$ cat src/rtl/core/spq_pkg.sv
package spq_pkg;

  localparam int DataW = 32;
  localparam int PrioW = 32;
  localparam int FillOutW = 5;

  typedef enum logic {
    OP_INSERT = 1'b0,
    OP_REMOVE = 1'b1
  } op_t;

  typedef enum logic [1:0] {
    STATUS_OK    = 2'd0,
    STATUS_FULL  = 2'd1,
    STATUS_EMPTY = 2'd2
  } status_t;

  // what a cell shows its neighbors; keep = holds an entry that stays ahead of the new one
  typedef struct packed {
    logic                    valid;
    logic                    keep;
    logic signed [PrioW-1:0] prio;
    logic signed [DataW-1:0] data;
  } link_t;

  // broadcast to every cell for one request
  typedef struct packed {
    logic                    ins;
    logic                    rem;
    logic signed [PrioW-1:0] prio;
    logic signed [DataW-1:0] data;
  } cmd_t;

endpackage

$ cat src/rtl/core/spq_cell.sv
module spq_cell import spq_pkg::*; (
  input  logic  clk,
  input  logic  rst,
  input  cmd_t  cmd,
  input  link_t left,   // toward the head
  input  link_t right,  // toward the tail
  output link_t self
);

  logic                    valid;
  logic signed [PrioW-1:0] prio;
  logic signed [DataW-1:0] data;
  logic                    keep;

  // equal priority stays ahead: FIFO among equals
  assign keep = valid && (prio >= cmd.prio);

  always_ff @(posedge clk) begin
    if (rst) begin
      valid <= 1'b0;
    end else if (cmd.ins) begin
      if (!keep) begin
        valid <= valid | left.valid;
      end
    end else if (cmd.rem) begin
      valid <= right.valid;
    end
  end

  always_ff @(posedge clk) begin
    if (cmd.ins) begin
      if (!keep) begin
        if (left.keep) begin
          prio <= cmd.prio;
          data <= cmd.data;
        end else begin
          prio <= left.prio;
          data <= left.data;
        end
      end
    end else if (cmd.rem) begin
      prio <= right.prio;
      data <= right.data;
    end
  end

  assign self = '{valid: valid, keep: keep, prio: prio, data: data};

endmodule

$ cat src/rtl/core/sorted_priority_queue_top.sv
// Channel  Dir  Signals                      Content
// s_*      in   s_tvalid s_tready s_tdata    request: op, data, priority
//                s_tuser
// m_*      out  m_tvalid m_tready m_tdata    result: status, data, priority, fill
//                m_tuser
//
// One request per cycle: every cell compares against the new priority and
// shifts in parallel, and the result lands in the output register next cycle.
// s_tready drops only while a result sits unaccepted in the output register.
// Reset clears the cell valid bits and the fill counter; no clearing pass.
module sorted_priority_queue_top import spq_pkg::*; #(
  parameter int DEPTH = 16
) (
  input  logic        clk,
  input  logic        rst,
  input  logic        s_tvalid,
  output logic        s_tready,
  input  logic [63:0] s_tdata,   // [31:0] item_data, [63:32] item_prio
  input  logic        s_tuser,   // [0] op
  output logic        m_tvalid,
  input  logic        m_tready,
  output logic [71:0] m_tdata,   // [31:0] out_data, [63:32] out_prio,
                                 // [68:64] fill_count, [71:69] zero
  output logic [1:0]  m_tuser    // [1:0] status
);

  localparam int FillW = $clog2(DEPTH + 1);
  localparam int ExtW  = (FillW > FillOutW) ? FillW : FillOutW;

  logic accept;
  op_t  op;
  logic full;
  logic empty;
  cmd_t cmd;

  link_t links [DEPTH];
  link_t head_edge;
  link_t tail_edge;
  logic [DEPTH-1:0] valid_vec;

  logic [FillW-1:0] fill;
  logic [FillW-1:0] fill_next;
  logic [ExtW-1:0]  fill_ext;

  status_t                 status;
  status_t                 status_next;
  logic signed [DataW-1:0] out_data;
  logic signed [PrioW-1:0] out_prio;
  logic [FillOutW-1:0]     out_fill;

  assign s_tready = !m_tvalid || m_tready;
  assign accept   = s_tvalid && s_tready;
  assign op       = op_t'(s_tuser);
  assign full     = links[DEPTH-1].valid;
  assign empty    = !links[0].valid;

  assign cmd.ins  = accept && (op == OP_INSERT) && !full;
  assign cmd.rem  = accept && (op == OP_REMOVE) && !empty;
  assign cmd.data = s_tdata[31:0];
  assign cmd.prio = s_tdata[63:32];

  // the head sees a kept, valid entry in front; the tail sees nothing behind
  assign head_edge = '{valid: 1'b1, keep: 1'b1, prio: '0, data: '0};
  assign tail_edge = '{valid: 1'b0, keep: 1'b0, prio: '0, data: '0};

  for (genvar i = 0; i < DEPTH; i++) begin : g_cell
    spq_cell u_cell (
      .clk   (clk),
      .rst   (rst),
      .cmd   (cmd),
      .left  ((i == 0) ? head_edge : links[(i == 0) ? 0 : i - 1]),
      .right ((i == DEPTH - 1) ? tail_edge : links[(i == DEPTH - 1) ? 0 : i + 1]),
      .self  (links[i])
    );
    assign valid_vec[i] = links[i].valid;
  end

  always_comb begin
    fill_next   = fill;
    status_next = STATUS_OK;
    if (op == OP_INSERT) begin
      if (full) begin
        status_next = STATUS_FULL;
      end else begin
        fill_next = fill + FillW'(1);
      end
    end else begin
      if (empty) begin
        status_next = STATUS_EMPTY;
      end else begin
        fill_next = fill - FillW'(1);
      end
    end
  end

  assign fill_ext = ExtW'(fill_next);

  always_ff @(posedge clk) begin
    if (rst) begin
      fill     <= '0;
      m_tvalid <= 1'b0;
    end else begin
      if (accept) begin
        fill     <= fill_next;
        m_tvalid <= 1'b1;
      end else if (m_tready) begin
        m_tvalid <= 1'b0;
      end
    end
  end

  always_ff @(posedge clk) begin
    if (accept) begin
      status   <= status_next;
      out_fill <= fill_ext[FillOutW-1:0];
      if (cmd.rem) begin
        out_data <= links[0].data;
        out_prio <= links[0].prio;
      end else begin
        out_data <= '0;
        out_prio <= '0;
      end
    end
  end

  assign m_tdata = {3'b000, out_fill, out_prio, out_data};
  assign m_tuser = status;

  a_fill_matches_cells: assert property (@(posedge clk) disable iff (rst)
    $countones(valid_vec) == 32'(fill))
    else $error("fill counter disagrees with cell valid bits");

  a_valid_prefix: assert property (@(posedge clk) disable iff (rst)
    ((valid_vec >> 1) & ~valid_vec) == '0)
    else $error("valid cells do not form a prefix");

  a_head_sorted: assert property (@(posedge clk) disable iff (rst)
    links[1].valid |-> (links[0].prio >= links[1].prio))
    else $error("head entry out of priority order");

  a_full_refused: assert property (@(posedge clk) disable iff (rst)
    (accept && op == OP_INSERT && full) |=> ($stable(fill) && m_tuser == STATUS_FULL))
    else $error("insert into full queue changed state");

  a_empty_reported: assert property (@(posedge clk) disable iff (rst)
    (accept && op == OP_REMOVE && empty) |=> (m_tuser == STATUS_EMPTY && fill == '0))
    else $error("remove from empty queue not reported");

endmodule

$ cat config.mk
export PLATFORM = sky130hd
export DESIGN_NAME = sorted_priority_queue_top
export DESIGN_NICKNAME = d
export VERILOG_FILES = /design/src/rtl/core/spq_pkg.sv /design/src/rtl/core/spq_cell.sv /design/src/rtl/core/sorted_priority_queue_top.sv
export SDC_FILE = /design/constraint.sdc
export NUM_CORES = 2
export LEC_CHECK = 0
export BUFFER_PORTS_ARGS = -buffer_cell sky130_fd_sc_hd__clkbuf_2
export CELL_PAD_IN_SITES_DETAIL_PLACEMENT = 1
export CELL_PAD_IN_SITES_GLOBAL_PLACEMENT = 2
export CORE_ASPECT_RATIO = 0.5
export CORE_MARGIN = 2
export CORE_UTILIZATION = 46
export CTS_CLUSTER_DIAMETER = 80
export DETAILED_ROUTE_END_ITERATION = 8
export GPL_ROUTABILITY_DRIVEN = 0
export GPL_TIMING_DRIVEN = 1
export PLACE_DENSITY = 0.85
export SYNTH_ARGS = -nofsm -noshare
export SYNTH_HDL_FRONTEND = slang
export SYNTH_HIERARCHICAL = 1
export SYNTH_SLANG_ARGS = --single-unit
$ cat constraint.sdc
create_clock -name clk -period 10.04 [get_ports clk]
set_input_delay 1.506 -clock clk [delete_from_list [all_inputs] [get_ports clk]]
set_output_delay 1.506 -clock clk [all_outputs]
set_load 0.01 [all_outputs]
After elaboration in Yosys (flattened, before gate mapping)
Index checks and enable logic that the tools add are counted.
Widths: inputs -> output; s select.
- add/subtract/negate cells: 2
- order comparisons: 16
- eq/ne operators: 16
- mux-type cells: 181
- bitwise gates (word level): 16
- reduce and logical (&&, ||, !) cells: 42
- operators by type and width (operator ; count):
    $mux 32 ; 125
    $ge 32x32->1 ; 16
    $mux 1 ; 51
    $ne 2x2->1 const B ; 16
    $reduce_and 2->1 ; 16
    $logic_and 1x1->1 ; 21
    $mux 5 ; 3
    $or 1x1->1 ; 15
    $add 5x1->5 const B ; 1
    $sub 5x1->5 const B ; 1
    $mux 2 ; 2
    $reduce_bool 2->1 ; 2
    $logic_not 1->1 ; 2
    $logic_or 1x1->1 ; 1
    $not 1->1 ; 1
- register bits after elaboration: 1117
- input port bits: 69
- output and inout port bits: 76
- word-level logic and storage cells: 327

Depth between registers and ports, before layout
- word-level depth: 7
- depth in mapped cells: 13
- depth with buffers taken out: 10

Hierarchy
Netlist, hierarchy kept.
- by module, submodules not included (module ; instances ; cells each ; area an instance (um^2) ; seq. area each (um^2)):
    spq_cell at g_cell[0].u_cell ... ; 12 ; 403 ; 4119.0 ; 1941.9
    spq_cell at g_cell[6].u_cell ... ; 4 ; 404 ; 4107.7 ; 1941.9
    sorted_priority_queue_top ; 1 ; 206 ; 3042.9 ; 2252.2

Worst setup path before layout
Ideal clock, no wire load.
- kind: input-to-reg
- from: input port m_tready
- to: register g_cell[0].u_cell.data[0] (enable)
- library setup time: 432 ps
- data arrival time: 5084 ps
- data required time: 9608 ps
- slack: 4524 ps
- stages on the path: 7
- path through: nand2b_2 > nand2_1 > nor3_1 > clkbuf_1 > clkbuf_1 > clkbuf_1 > o32a_1
- RTL lines (item ; RTL line ; source):
    start: declaration ; sorted_priority_queue_top.sv:21 ; input logic m_tready,
    end signal: assignment ; spq_cell.sv:35 ; data <= cmd.data;
    end signal: assignment ; spq_cell.sv:38 ; data <= left.data;
    end signal: assignment ; spq_cell.sv:43 ; data <= right.data;
    end: declaration ; spq_cell.sv:12 ; logic signed [DataW-1:0] data;

==> metrics.txt <==
status=complete, no violations; Placement Rows=100; H-tree levels=3; clock power share=34.8%; Worst Path Required=roughly 10 ns; cts bufs inserted=109; Pre-antenna DRT Iters=5; worst min-delay path class=flip-flop to flip-flop; hold path depth=1; R2R depth=9; Remaining Overflow, GRT=0; routed len/inst=24.4 um; drc violations=0; period utilization=57.6%; CTS root buf=clkbuf_16; worst-case clock buffer depth=3; Reg clk slew, reported paths=~0.070 ns; mapped cell area=0.0689 mm^2; CP max stage delay=0.83 ns; floorplan core area=0.149 mm^2; Finish-stage setup viols=0; Slew Limit Fails=0; die width=551 um; WP depth=12; CP Max Fanout=40; chip height=278 um; fin area=0.0754 mm^2; Hold Buf Count CTS=0; area grow syn2layout=9.51%; share of cells above drive strength 1=7.44%; CP max-delay cell=buf_4; critical path's top delay family=simple AND/OR/NAND/NOR gates; Fin Hold WS=0.551 ns; IO Port Bufs=between 100 and 150; GRT Total Usage=between 20 and 30%; clock sinks=between 1000 and 1500; WL final=216 mm; pin count of the biggest net entering global routing=227; placed cell area=a little over 0.07 mm^2; clk_lat worst skew=0.74 ns; Max Cap Violations=0; Avg Inst Size Synth=10.3 um^2; Crit. End Element=flip-flop; CP arrival=6.23 ns; worst clock skew=approximately 0.041 ns; Synth warnings=6; starting DRC count in detailed routing=5110; DIE AREA=0.153 mm^2; post-DP HPWL=153 mm; CP cell instances=clkbuf_2, buf_4, inv_1, ha_1, nand4_1, or4_4, or3_1, and4_4, nor3b_2, buf_4, mux2i_1, a21oi_1; Int Power=0.00845 W; Slew @ Worst Pin=1.19 ns; RSZ-0062 raised after global routing=no; cell repeated most along the worst path=buf_4; CTS tree=built; pwr dens=158 mW/mm^2; maximum vdd drop=0.150 mV; number of antenna violations at the first check in global routing=8; Initial Utilization=46.3%; total negative slack=0 ns; Antenna Nets Post-Route=0; Fmax achieved=173 MHz; first-pass GRT wire length=roughly 330 mm; Sw Pwr=0.00343 W; Rel. slew slack=20.3%; Leak=28.3 nW; critical path class=input port to flip-flop; Startpoint Class=input port; Final Hold Fails=0; cells after synthesis=6656; DR vias=51863; combinational power share=15.8%; Flop pwr share=about half; Sw Ratio=28.9%; fin nets=7336; vias per cell=5.87; Post-CTS Resized=0; vias in the first global route=approximately 53000; CP Buf/Inv Count=4; Setup Fix Bufs, Post-CTS=0; top-level port count=145; Final Critical Period=between 5 and 6 ns
[metal layers]
metal / vias to the layer above / part of all wire (%) / GRT usage (%)
li1: 24175 / - / -
met1: 25960 / 50 / 44.3
met3: 218 / 7.1 / 3.80
met2: 1510 / 41 / 39.4
met5: - / 0 / 0
met4: 0 / 1.7 / 5.27
[placed cells by master (no fill, tap or decap), drive strengths merged, types with 16 or more instances in the layout]
cell,count
clkbuf,284
ha,514
inv,526
mux2i,1028
nand2,177
a21oi,1230
edfxtp,1095
a211oi,16
o211ai,17
nand4,86
nor3,30
nor3b,24
a31oi,17
clkinv,48
conb,134
a221oi,28
and4,24
o21ai,65
nand3,36
nor2,1088
buf,108
dfxtp,22
and2,64
a21o,28
[worst paths after layout]
path,startpoint,to,slack (ns)
worst min-delay path,g_cell[0].u_cell/data[16]$_DFFE_PP_,out_data[16]$_SDFFCE_PN0P_,0.55
worst max register to register,g_cell[14].u_cell/prio[25]$_DFFE_PP_,g_cell[15].u_cell/data[12]$_DFFE_PP_,5.23
worst min register to register,g_cell[0].u_cell/data[16]$_DFFE_PP_,out_data[16]$_SDFFCE_PN0P_,0.55
worst max-delay path,s_tdata[58],g_cell[15].u_cell/data[12]$_DFFE_PP_,4.25
[stage by stage]
stage	power (W)	worst slack (ns)	utilization [%]	cells
2_1_floorplan	0.00705	4.52	-	6788
3_3_place_gp	0.00765	3.73	48.4	8631
3_5_place_dp	0.00780	3.60	48.4	8631
4_1_cts	0.0119	4.39	50.7	8826
5_1_grt	0.0124	4.14	50.7	8828
6_report	0.0119	4.25	50.7	8829
[registers in the layout, indices dropped and copies added, names as in the netlist]
signal,count
g_cell.u_cell/data,512
g_cell.u_cell/prio,512
out_data,32
out_prio,32
g_cell.u_cell/valid,16
fill,5
out_fill,5
m_tuser,2
m_tvalid,1
[power groups by stage]
stage | clock network (W) | registers, W | logic (W)
final | 0.00414 | 0.00586 | 0.00188
after global routing | 0.00439 | 0.00589 | 0.00209
after CTS | 0.00422 | 0.00585 | 0.00186
after detailed placement | 0 | 0.00594 | 0.00186
after global placement | 0 | 0.00593 | 0.00173
after floorplan | 0 | 0.00583 | 0.00122
[area by class of cell]
cell class                      count  area [um^2]
Antenna cell                        3         7.51
Clock buffer                      143         2980
Clock inverter                     52          455
Fill cell                       16235        73300
Inverter                          529         1990
Multi-Input combinational cell   4747        32600
Sequential cell                  1117        33300
Tap cell                         1989         2490
Timing Repair Buffer              249         1600
(Power assumes the default switching activity.)
